--- config.mk ---
export PLATFORM = sky130hd
export DESIGN_NAME = numeric_literal_recognizer_unit_flat
export DESIGN_NICKNAME = d
export VERILOG_FILES = /design/src/rtl/core/nlr_pkg.sv /design/src/rtl/core/nlr_in_if.sv /design/src/rtl/core/nlr_out_if.sv /design/src/rtl/core/nlr_classify.sv /design/src/rtl/core/numeric_literal_recognizer_unit.sv /design/src/flat_wrapper.sv
export VERILOG_INCLUDE_DIRS = /design/src /design/src/rtl/core
export SDC_FILE = /design/constraint.sdc
export NUM_CORES = 1
export LEC_CHECK = 0
export ABC_AREA = 1
export CORE_UTILIZATION = 60
export CTS_CLUSTER_DIAMETER = 80
export CTS_CLUSTER_SIZE = 25
export DETAILED_ROUTE_END_ITERATION = 10
export DONT_BUFFER_PORTS = 1
export GPL_TIMING_DRIVEN = 0
export PLACE_DENSITY = 0.81
export SLEW_MARGIN = 40
export SYNTH_ARGS = -nofsm -noshare
export SYNTH_HDL_FRONTEND = slang
export SYNTH_SLANG_ARGS = --single-unit
--- constraint.sdc ---
create_clock -name clk -period 4.25 [get_ports clk]
set_input_delay 0.425 -clock clk [delete_from_list [all_inputs] [get_ports clk]]
set_output_delay 0.425 -clock clk [all_outputs]
set_load 0.02 [all_outputs]
--- src/rtl/core/numeric_literal_recognizer_unit_macros.svh ---
// Assertion macros for the numeric literal recognizer.
// Define NO_ASSERTIONS to compile the checks away; no other dependencies.
`ifndef NUMERIC_LITERAL_RECOGNIZER_UNIT_MACROS_SVH
`define NUMERIC_LITERAL_RECOGNIZER_UNIT_MACROS_SVH

`ifndef NO_ASSERTIONS

// same-cycle implication, disabled during reset
`define NLR_ASSERT_IMPL(lbl, clk, rst_n, ante, cons) \
  lbl: assert property (@(posedge clk) disable iff (!rst_n) (ante) |-> (cons)) \
    else $error("nlr assertion failed");

// next-cycle implication, disabled during reset
`define NLR_ASSERT_NEXT(lbl, clk, rst_n, ante, cons) \
  lbl: assert property (@(posedge clk) disable iff (!rst_n) (ante) |=> (cons)) \
    else $error("nlr assertion failed");

`else

`define NLR_ASSERT_IMPL(lbl, clk, rst_n, ante, cons)
`define NLR_ASSERT_NEXT(lbl, clk, rst_n, ante, cons)

`endif

`endif

--- src/rtl/core/nlr_pkg.sv ---
// Package for the numeric literal recognizer: scan phases, character classes,
// the grammar step function and shared constants. No dependencies.
`timescale 1ns / 1ps

package nlr_pkg;

  localparam int CHAR_W    = 16;
  localparam int LIT_LEN_W = 16;
  localparam int CFG_IDX_W = 1;
  localparam int CFG_DAT_W = 1;

  // configuration register indexes
  localparam logic [CFG_IDX_W-1:0] REG_ALLOW_HEX   = 1'd0;
  localparam logic [CFG_IDX_W-1:0] REG_ALLOW_FLOAT = 1'd1;

  // character codes
  localparam logic [CHAR_W-1:0] CH_MINUS = 16'h002D;
  localparam logic [CHAR_W-1:0] CH_PLUS  = 16'h002B;
  localparam logic [CHAR_W-1:0] CH_ZERO  = 16'h0030;
  localparam logic [CHAR_W-1:0] CH_NINE  = 16'h0039;
  localparam logic [CHAR_W-1:0] CH_LO_X  = 16'h0078;
  localparam logic [CHAR_W-1:0] CH_UP_X  = 16'h0058;
  localparam logic [CHAR_W-1:0] CH_DOT   = 16'h002E;
  localparam logic [CHAR_W-1:0] CH_LO_E  = 16'h0065;
  localparam logic [CHAR_W-1:0] CH_UP_E  = 16'h0045;
  localparam logic [CHAR_W-1:0] CH_USCORE = 16'h005F;
  localparam logic [CHAR_W-1:0] CH_UP_A  = 16'h0041;
  localparam logic [CHAR_W-1:0] CH_UP_F  = 16'h0046;
  localparam logic [CHAR_W-1:0] CH_UP_Z  = 16'h005A;
  localparam logic [CHAR_W-1:0] CH_LO_A  = 16'h0061;
  localparam logic [CHAR_W-1:0] CH_LO_F  = 16'h0066;
  localparam logic [CHAR_W-1:0] CH_LO_Z  = 16'h007A;

  typedef enum logic [3:0] {
    PH_IDLE = 4'd0,
    PH_SIGN = 4'd1,
    PH_ZERO = 4'd2,
    PH_INT  = 4'd3,
    PH_ZX   = 4'd4,
    PH_HEX  = 4'd5,
    PH_FRAC = 4'd6,
    PH_EXP  = 4'd7,
    PH_EXPD = 4'd8,
    PH_STOP = 4'd14,
    PH_FAIL = 4'd15
  } phase_t;

  // result of one character step
  typedef struct packed {
    logic                 fire;
    logic                 accepted;
    logic [LIT_LEN_W-1:0] length;
  } step_res_t;

  function automatic logic is_digit(input logic [CHAR_W-1:0] c);
    return (c >= CH_ZERO) && (c <= CH_NINE);
  endfunction

  function automatic logic is_alpha(input logic [CHAR_W-1:0] c);
    return ((c >= CH_UP_A) && (c <= CH_UP_Z)) || ((c >= CH_LO_A) && (c <= CH_LO_Z));
  endfunction

  function automatic logic is_hex(input logic [CHAR_W-1:0] c);
    return is_digit(c) || ((c >= CH_UP_A) && (c <= CH_UP_F)) ||
           ((c >= CH_LO_A) && (c <= CH_LO_F));
  endfunction

  function automatic logic is_sign(input logic [CHAR_W-1:0] c);
    return (c == CH_PLUS) || (c == CH_MINUS);
  endfunction

  function automatic logic is_exp(input logic [CHAR_W-1:0] c);
    return (c == CH_LO_E) || (c == CH_UP_E);
  endfunction

  // a literal may end here without being rejected
  function automatic logic phase_complete(input phase_t ph);
    return !((ph == PH_SIGN) || (ph == PH_ZX));
  endfunction

  // grammar transition for a character inside a literal
  function automatic phase_t advance(input phase_t ph, input logic [CHAR_W-1:0] c,
                                     input logic hex_en, input logic flt_en);
    phase_t nx;
    nx = PH_FAIL;
    case (ph)
      PH_SIGN: begin
        if (c == CH_ZERO) nx = PH_ZERO;
        else if (is_digit(c)) nx = PH_INT;
        else nx = PH_FAIL;
      end
      PH_ZERO, PH_INT: begin
        if ((ph == PH_ZERO) && ((c == CH_LO_X) || (c == CH_UP_X))) begin
          nx = hex_en ? PH_ZX : PH_FAIL;
        end else if (is_digit(c)) begin
          nx = PH_INT;
        end else if (flt_en && (c == CH_DOT)) begin
          nx = PH_FRAC;
        end else if (flt_en && is_exp(c)) begin
          nx = PH_EXP;
        end else begin
          nx = PH_STOP;
        end
      end
      PH_ZX:   nx = (hex_en && is_hex(c)) ? PH_HEX : PH_FAIL;
      PH_HEX:  nx = is_hex(c) ? PH_HEX : PH_STOP;
      PH_FRAC: begin
        if (is_digit(c)) nx = PH_FRAC;
        else if (flt_en && is_exp(c)) nx = PH_EXP;
        else nx = PH_STOP;
      end
      PH_EXP:  nx = (is_sign(c) || is_digit(c)) ? PH_EXPD : PH_STOP;
      PH_EXPD: nx = is_digit(c) ? PH_EXPD : PH_STOP;
      default: nx = PH_FAIL;
    endcase
    return nx;
  endfunction

endpackage

--- src/rtl/core/nlr_in_if.sv ---
// Character channel interface: valid/ready plus one character word.
// Depends on nlr_pkg.
`timescale 1ns / 1ps

interface nlr_in_if;
  import nlr_pkg::*;

  logic              valid;
  logic              ready;
  logic [CHAR_W-1:0] char_code;
  logic              char_present;
  logic              start_req;
  logic              end_of_line;

  modport source (output valid, output char_code, output char_present,
                  output start_req, output end_of_line, input ready);
  modport sink   (input valid, input char_code, input char_present,
                  input start_req, input end_of_line, output ready);
endinterface

--- src/rtl/core/nlr_out_if.sv ---
// Result channel interface: valid/ready plus accept flag and literal length.
// Depends on nlr_pkg.
`timescale 1ns / 1ps

interface nlr_out_if;
  import nlr_pkg::*;

  logic                 valid;
  logic                 ready;
  logic                 accepted;
  logic [LIT_LEN_W-1:0] literal_length;

  modport source (output valid, output accepted, output literal_length, input ready);
  modport sink   (input valid, input accepted, input literal_length, output ready);
endinterface

--- src/rtl/core/nlr_classify.sv ---
// Combinational step of the literal scanner: next phase, next count and result.
// Depends on nlr_pkg.
`timescale 1ns / 1ps

module nlr_classify #(
  parameter int LENGTH_BITS = 16
) (
  input  nlr_pkg::phase_t             phase_i,
  input  logic [LENGTH_BITS-1:0]      count_i,
  input  logic [nlr_pkg::CHAR_W-1:0]  char_code,
  input  logic                        char_present,
  input  logic                        start_req,
  input  logic                        end_of_line,
  input  logic                        allow_hex,
  input  logic                        allow_float,
  output nlr_pkg::phase_t             phase_o,
  output logic [LENGTH_BITS-1:0]      count_o,
  output nlr_pkg::step_res_t          res_o
);
  import nlr_pkg::*;

  logic                   fire;
  logic                   acc;
  logic [LENGTH_BITS-1:0] len_src;
  logic [LIT_LEN_W-1:0]   len_sat;

  // one character through the grammar
  always_comb begin
    phase_t nx;
    phase_o = phase_i;
    count_o = count_i;
    fire    = 1'b0;
    acc     = 1'b0;
    len_src = count_i;
    nx      = PH_FAIL;
    if (start_req) begin
      phase_o = PH_IDLE;
      count_o = '0;
      if (!char_present) begin
        fire = 1'b1;
      end else begin
        if (is_sign(char_code)) phase_o = PH_SIGN;
        else if (char_code == CH_ZERO) phase_o = PH_ZERO;
        else if (is_digit(char_code)) phase_o = PH_INT;
        else fire = 1'b1;
        if (!fire) count_o = LENGTH_BITS'(1);
      end
    end else if (phase_i != PH_IDLE) begin
      if (!char_present) begin
        fire = 1'b1;
        acc  = phase_complete(phase_i);
      end else begin
        nx = advance(phase_i, char_code, allow_hex, allow_float);
        if (nx == PH_FAIL) begin
          fire = 1'b1;
        end else if (nx == PH_STOP) begin
          fire = 1'b1;
          acc  = !((char_code == CH_DOT) || (char_code == CH_USCORE) || is_alpha(char_code));
        end else begin
          phase_o = nx;
          if (!(&count_i)) count_o = count_i + LENGTH_BITS'(1);
        end
      end
    end
    // end of line closes a literal still open
    if (!fire && end_of_line && (phase_o != PH_IDLE)) begin
      fire    = 1'b1;
      acc     = phase_complete(phase_o);
      len_src = count_o;
    end
    if (fire) begin
      phase_o = PH_IDLE;
      count_o = '0;
    end
  end

  // clamp the count to the result width
  if (LENGTH_BITS > LIT_LEN_W) begin : g_wide
    assign len_sat = (|len_src[LENGTH_BITS-1:LIT_LEN_W]) ? '1 : len_src[LIT_LEN_W-1:0];
  end else begin : g_narrow
    assign len_sat = LIT_LEN_W'(len_src);
  end

  assign res_o.fire     = fire;
  assign res_o.accepted = acc;
  assign res_o.length   = acc ? len_sat : '0;

endmodule

--- src/rtl/core/numeric_literal_recognizer_unit.sv ---
// Numeric literal recognizer, top level. Depends on nlr_pkg, nlr_in_if, nlr_out_if,
// nlr_classify and the assertion macro header.
// A deciding character goes through the input register, then the result register.
// Throughput: one character per cycle unless the result channel stalls.
// Reset (synchronous, active low) clears the pipeline, the scan state and sets
// allow_hex and allow_float to 1.
`timescale 1ns / 1ps
`include "numeric_literal_recognizer_unit_macros.svh"

module numeric_literal_recognizer_unit #(
  parameter int LENGTH_BITS = 16
) (
  input  logic                           clk,
  input  logic                           rst_n,
  nlr_in_if.sink                         in_if,
  nlr_out_if.source                      out_if,
  input  logic                           cfg_we,
  input  logic [nlr_pkg::CFG_IDX_W-1:0]  cfg_index,
  input  logic [nlr_pkg::CFG_DAT_W-1:0]  cfg_wdata
);
  import nlr_pkg::*;

  logic                   allow_hex_r;
  logic                   allow_float_r;

  logic                   s1_v_r;
  logic [CHAR_W-1:0]      s1_code_r;
  logic                   s1_present_r;
  logic                   s1_start_r;
  logic                   s1_eol_r;

  phase_t                 phase_r;
  phase_t                 phase_nxt;
  logic [LENGTH_BITS-1:0] count_r;
  logic [LENGTH_BITS-1:0] count_nxt;
  step_res_t              res;

  logic                   out_v_r;
  logic                   out_acc_r;
  logic [LIT_LEN_W-1:0]   out_len_r;
  logic                   adv;

  // stage 2 moves whenever the result register can take a word
  assign adv         = !out_v_r || out_if.ready;
  assign in_if.ready = !s1_v_r || adv;

  // configuration registers
  always_ff @(posedge clk) begin
    if (!rst_n) begin
      allow_hex_r   <= 1'b1;
      allow_float_r <= 1'b1;
    end else if (cfg_we) begin
      case (cfg_index)
        REG_ALLOW_HEX:   allow_hex_r   <= cfg_wdata[0];
        REG_ALLOW_FLOAT: allow_float_r <= cfg_wdata[0];
        default: ;
      endcase
    end
  end

  // input register
  always_ff @(posedge clk) begin
    if (!rst_n) begin
      s1_v_r <= 1'b0;
    end else if (in_if.ready) begin
      s1_v_r <= in_if.valid;
    end
  end

  always_ff @(posedge clk) begin
    if (in_if.ready && in_if.valid) begin
      s1_code_r    <= in_if.char_code;
      s1_present_r <= in_if.char_present;
      s1_start_r   <= in_if.start_req;
      s1_eol_r     <= in_if.end_of_line;
    end
  end

  // grammar step
  nlr_classify #(
    .LENGTH_BITS (LENGTH_BITS)
  ) u_classify (
    .phase_i      (phase_r),
    .count_i      (count_r),
    .char_code    (s1_code_r),
    .char_present (s1_present_r),
    .start_req    (s1_start_r),
    .end_of_line  (s1_eol_r),
    .allow_hex    (allow_hex_r),
    .allow_float  (allow_float_r),
    .phase_o      (phase_nxt),
    .count_o      (count_nxt),
    .res_o        (res)
  );

  // scan state and result valid
  always_ff @(posedge clk) begin
    if (!rst_n) begin
      phase_r <= PH_IDLE;
      count_r <= '0;
      out_v_r <= 1'b0;
    end else if (adv) begin
      out_v_r <= s1_v_r && res.fire;
      if (s1_v_r) begin
        phase_r <= phase_nxt;
        count_r <= count_nxt;
      end
    end
  end

  // result payload
  always_ff @(posedge clk) begin
    if (adv && s1_v_r && res.fire) begin
      out_acc_r <= res.accepted;
      out_len_r <= res.length;
    end
  end

  assign out_if.valid          = out_v_r;
  assign out_if.accepted       = out_acc_r;
  assign out_if.literal_length = out_len_r;

  // checks
  `NLR_ASSERT_IMPL(a_reject_len_zero, clk, rst_n, out_v_r && !out_acc_r, out_len_r == '0)
  `NLR_ASSERT_IMPL(a_accept_len_nonzero, clk, rst_n, out_v_r && out_acc_r, out_len_r != '0)
  `NLR_ASSERT_NEXT(a_idle_after_result, clk, rst_n, s1_v_r && adv && res.fire, phase_r == PH_IDLE)
  `NLR_ASSERT_IMPL(a_stall_cause, clk, rst_n, !in_if.ready, s1_v_r && out_v_r && !out_if.ready)

endmodule

--- src/flat_wrapper.sv ---
// flat-port wrapper written by rule: the top's interface ports become plain ports
module numeric_literal_recognizer_unit_flat import nlr_pkg::*;
#(
  parameter int LENGTH_BITS = 16
)
  (clk, rst_n, cfg_we, cfg_index, cfg_wdata, in_if_valid, in_if_char_code, in_if_char_present, in_if_start_req, in_if_end_of_line, in_if_ready, out_if_valid, out_if_accepted, out_if_literal_length, out_if_ready);
  nlr_in_if in_if_i ();
  nlr_out_if out_if_i ();
  input  logic clk;
  input  logic rst_n;
  input  logic cfg_we;
  input  logic [nlr_pkg::CFG_IDX_W-1:0] cfg_index;
  input  logic [nlr_pkg::CFG_DAT_W-1:0] cfg_wdata;
  input wire logic [$bits(in_if_i.valid)-1:0] in_if_valid;
  input wire logic [$bits(in_if_i.char_code)-1:0] in_if_char_code;
  input wire logic [$bits(in_if_i.char_present)-1:0] in_if_char_present;
  input wire logic [$bits(in_if_i.start_req)-1:0] in_if_start_req;
  input wire logic [$bits(in_if_i.end_of_line)-1:0] in_if_end_of_line;
  output wire logic [$bits(in_if_i.ready)-1:0] in_if_ready;
  output wire logic [$bits(out_if_i.valid)-1:0] out_if_valid;
  output wire logic [$bits(out_if_i.accepted)-1:0] out_if_accepted;
  output wire logic [$bits(out_if_i.literal_length)-1:0] out_if_literal_length;
  input wire logic [$bits(out_if_i.ready)-1:0] out_if_ready;
  assign in_if_i.valid = in_if_valid;
  assign in_if_i.char_code = in_if_char_code;
  assign in_if_i.char_present = in_if_char_present;
  assign in_if_i.start_req = in_if_start_req;
  assign in_if_i.end_of_line = in_if_end_of_line;
  assign in_if_ready = in_if_i.ready;
  assign out_if_valid = out_if_i.valid;
  assign out_if_accepted = out_if_i.accepted;
  assign out_if_literal_length = out_if_i.literal_length;
  assign out_if_i.ready = out_if_ready;
  numeric_literal_recognizer_unit #(.LENGTH_BITS(LENGTH_BITS)) u_core (.clk(clk), .rst_n(rst_n), .in_if(in_if_i), .out_if(out_if_i), .cfg_we(cfg_we), .cfg_index(cfg_index), .cfg_wdata(cfg_wdata));
endmodule
==> results <==
- The via count of the first global-routing pass was 3,550.
- The congestion estimate from routability-driven global placement came to 0.958.
- The flow ran to the end, and the final reports show no timing, DRC or antenna violations.
- The setup TNS after final layout is 0 ns.
- The sequential share of the synthesized area is 36.9%.
- The remaining antenna violation count is 0.
- The width of the die is 85.9 um.
- In the synthesized netlist the dominant register cell turns out to be sky130_fd_sc_hd__edfxtp_1.
- The slowest stage of the critical path is the sky130_fd_sc_hd__inv_1 cell.
- The number of pins exceeding their max-slew limit in the final report was 0.
- The internal cell power is 0.987 mW.
- The initial antenna violation count is 0.
- The share of total power dissipated in the clock network is 42.9%.
- The antenna diode instance count is 0.
- The number of hold buffers added after CTS was 0.
- The arrival time of data at the critical path endpoint is 3.56 ns.
- Yosys attributes the largest share of cell area to sky130_fd_sc_hd__edfxtp_1 (26%), sky130_fd_sc_hd__nand2_1 (16%), sky130_fd_sc_hd__dfxtp_1 (11%).
- Relative to the synthesized area, the layout overhead comes to 7.76%.
- The power share of the sequential group is 50.1%.
- The flop and latch count out of synthesis is 60.
- Synthesis produced 610 cells.
- The combinational share of power is 7.1%.
- Global routing consumed, on the met2 layer, 43.8% of the routing resources.
- Setup violations remaining at the end of the flow were counted as 0.
- The routed wire length is 10,100 um.
- Max-cap violations in this run came to 0.
- Summing every instance area after synthesis gives 4230 sq um.
- The worst-case headroom to the max-slew limit is 51.8%.
- The delay contributed by the slowest stage of the critical path is 0.56 ns.
- The library cell with the highest instance count after synthesis is sky130_fd_sc_hd__nand2_1.
- The type of the tightest min-delay check is input port to flip-flop.
- The synthesized design devotes to its leading area cell type 25.6% of total area.
- The net load switching power is 0.315 mW.
- During synthesis, Yosys emitted a total of 0 warnings.
- In the final design database the tool counted 648 nets.
- For this configuration, the core starts out at a cell density of 62.2%.
- Summed over all cells, the static leakage comes to 1.95 nW.
- The total power after layout is 1.30 mW.
- In this run, the number of DRC markers left after iteration 0 of detailed routing was 382.
- The maximum number of pins on one net before global-route repair is 20.
- Along the worst path, the maximum fanout reaches 17.
- For this run, the detailed router's first-pass iteration total came to 5.
- The post-cts gate resize count is 0.
- The met1 capacity usage during global routing is 43.1%.
- The global-route wire length before repair is 16,900 um.
- Cells with a size suffix above 1 make up 13.7% of the layout.
- For met3 alone, demand over resource in global routing was 6.83%.
- For this run, design rule violations remaining after detail routing come to 0.
- The commonest cells after synthesis are sky130_fd_sc_hd__nand2_1 (176), sky130_fd_sc_hd__nor2_1 (74), sky130_fd_sc_hd__inv_1 (69).
- The final hold violation count came to 0.
- The core region is 6790 sq um.
- After detailed routing, the number of vias per cell comes to 5.56.
- Traced cell by cell, the critical path runs through nor2_2 > nand2_2 > nor2_4 > nand3_2 > nand3_1 > inv_1 > a21oi_2 > nand4_4 > nand2_4 > nand2_4 > nand2_1 > nand2_1 > nand2_2 > nand2_4 > o21bai_4 > buf_2 > nand2_1 > nand2_1 > inv_1.
- Global routing used 29.3% of the available tracks across all layers.
- The most common cell type on the critical path is sky130_fd_sc_hd__nand2_1.
- The switching share of power is 24.2%.
- Setup repair after global routing left no endpoint under its margin.
- Buffers placed on the I/O ports in this run total 0.
- The TritonCTS clock tree is done.
- The clock latency on the worst-skew pair is 0.34 ns.
- The site row count is 30.
- Once detailed placement completed, the half-perimeter wirelength came to 7710 um.
- The mean area per synthesized cell is 6.93 sq um.
- The number of clock buffers added by TritonCTS is 9.
- The post-CTS setup buffer count is 0.
- The critical path endpoint category is a flip-flop.
- The nature of the critical path startpoint is a flip-flop.
- The routed wirelength normalized by instance count is 14.0 um.
- The H-tree generated during clock tree synthesis spans 3 levels.
- The clock root buffer master is sky130_fd_sc_hd__clkbuf_8.
- The die is 85.9 um tall.
- When the netlist entered floorplanning its net count stood at 637.
- Clock-pin slew was measured on the worst setup and hold paths at 0.08 ns.
- The synthesized netlist contains 42 unique library cells.
- The longest clock path from root to sink contains 2 buffers.
- The largest total area in the synthesized netlist belongs to sky130_fd_sc_hd__edfxtp_1.
- The setup path with the least slack is of type flip-flop to flip-flop.
- The number of flops mapped to enable cells by yosys is 36.
- The peak ir drop on the vdd network is 273 uV.
- At the pin with the least slew margin, the transition time is 0.722 ns.
- Summing over every cut layer, the via total after detailed routing is 4,011.
- The maximum frequency from static timing analysis is 0.278 GHz.
- The total clock sinks is 60.
- The setup clock skew after layout is 0.0147 ns.
- After global routing the overflow that remains totals 0.
- Power spread over the standard cell area amounts to 286 nW/um^2.
- Pin placement for this block handled 45 I/O pins.
- The busiest layer in global routing is met2.
- The shortest clock period the worst path allows after layout is 3.60 ns.
- The die footprint is 7380 sq um.
- At the worst endpoint, the required time is 4.22 ns.
- The async set-reset flop share out of synthesis is 0%.
- Dividing the final minimum period by the clock period gives 84.6%.
- Counting the fill cells in the layout gives 577.
==> cell families after synthesis <==
logic type      share of synthesized area [%]
compound gates                           9.50
xor+xnor                                0.207
fa+ha+maj                               0.296
buf+inv                                  10.4
flops                                    36.9
simple gates                             42.6
==> path summary, 6_finish.rpt <==
path | cells after the start | slack, ns | endpoint | startpoint
max | 19 | 0.65 | u_core.out_if.literal_length[7] | u_core.s1_code_r[14]
min reg2reg | 2 | 0.51 | u_core.allow_float_r | u_core.allow_float_r
max reg2reg | 19 | 0.65 | u_core.out_if.literal_length[7] | u_core.s1_code_r[14]
min | 1 | 0.17 | u_core.allow_float_r | rst_n
==> critical path, delay by kind of cell (launching register included) <==
family	cells	cell delay, ns
DFF	1	0.41
AOI/OAI and AO/OA	2	0.36
buffers and inverters	3	0.85
and+or+nand+nor	14	1.60
==> power by group through the flow <==
| stage | logic [mW] | registers, mW | clock network (mW) |
|---|---|---|---|
| floorplan | 0.0708 | 0.660 | 0 |
| CTS | 0.0902 | 0.652 | 0.565 |
| global placement | 0.0885 | 0.664 | 0 |
| finish | 0.0918 | 0.652 | 0.558 |
| detailed placement | 0.0897 | 0.665 | 0 |
| global route | 0.102 | 0.655 | 0.593 |
==> layout make-up <==
type                            count  area (sq um)  share of cell area, %
Clock buffer                       11           131                   2.88
Inverter                           84           320                   7.03
Tap cell                           96           120                   2.64
Sequential cell                    60          1560                   34.3
Multi-Input combinational cell    450          2220                   48.8
Clock inverter                      5          76.3                   1.68
Buffer                             16           120                   2.64
==> cell usage in the layout (no fill, tap or decap), types with 2 or more instances in the layout <==
master	netlist	final
sky130_fd_sc_hd__nor2_4	4	4
sky130_fd_sc_hd__o21ai_0	25	25
sky130_fd_sc_hd__nand2_1	176	176
sky130_fd_sc_hd__clkbuf_1	7	9
sky130_fd_sc_hd__nand3_1	56	56
sky130_fd_sc_hd__bufinv_16	0	2
sky130_fd_sc_hd__inv_1	69	69
sky130_fd_sc_hd__inv_4	2	2
sky130_fd_sc_hd__edfxtp_1	36	36
sky130_fd_sc_hd__nor2_1	74	74
sky130_fd_sc_hd__a31oi_1	2	2
sky130_fd_sc_hd__nand4_1	13	13
sky130_fd_sc_hd__clkinv_1	1	2
sky130_fd_sc_hd__nand3_4	3	3
sky130_fd_sc_hd__o21bai_1	2	2
sky130_fd_sc_hd__a21oi_1	30	30
sky130_fd_sc_hd__buf_2	2	2
sky130_fd_sc_hd__o21ai_1	5	5
sky130_fd_sc_hd__nand3_2	8	8
sky130_fd_sc_hd__dfxtp_1	24	24
sky130_fd_sc_hd__buf_6	3	3
sky130_fd_sc_hd__clkbuf_8	0	9
sky130_fd_sc_hd__inv_2	12	12
sky130_fd_sc_hd__nor3_1	9	9
sky130_fd_sc_hd__nor2_2	12	12
sky130_fd_sc_hd__nand2_2	11	11
sky130_fd_sc_hd__buf_4	2	2
sky130_fd_sc_hd__nand2_4	6	6
==> per-stage QoR <==
stage	area [sq um]	hold slack [ns]	utilization (%)	worst slack [ns]	instances
after floorplan	4230	0.468	-	1.28	610
after global placement	4350	0.492	64.0	0.765	706
after detailed placement	4350	0.499	64.0	0.699	706
after CTS	4550	0.160	67.0	0.671	722
after global routing	4550	0.151	67.0	0.335	722
final	4550	0.169	67.0	0.655	722
==> sequential cells by signal, summed over array words and instances (netlist names) <==
register and flops:
u_core.s1_start_r 1, u_core.out_if.literal_length 16, u_core.phase_r 4, u_core.s1_present_r 1
u_core.allow_float_r 1, u_core.allow_hex_r 1, u_core.s1_code_r 16, u_core.out_if.accepted 1
u_core.s1_eol_r 1, u_core.s1_v_r 1, u_core.count_r 16, u_core.out_if.valid 1
==> per-layer routing <==
metal	share of wire, %	wire length (um)
met4	0.94	95
met3	7.5	755
met5	0	0
met2	43	4370
met1	48	4870
No activity file was read; power rests on OpenSTA's default activity.
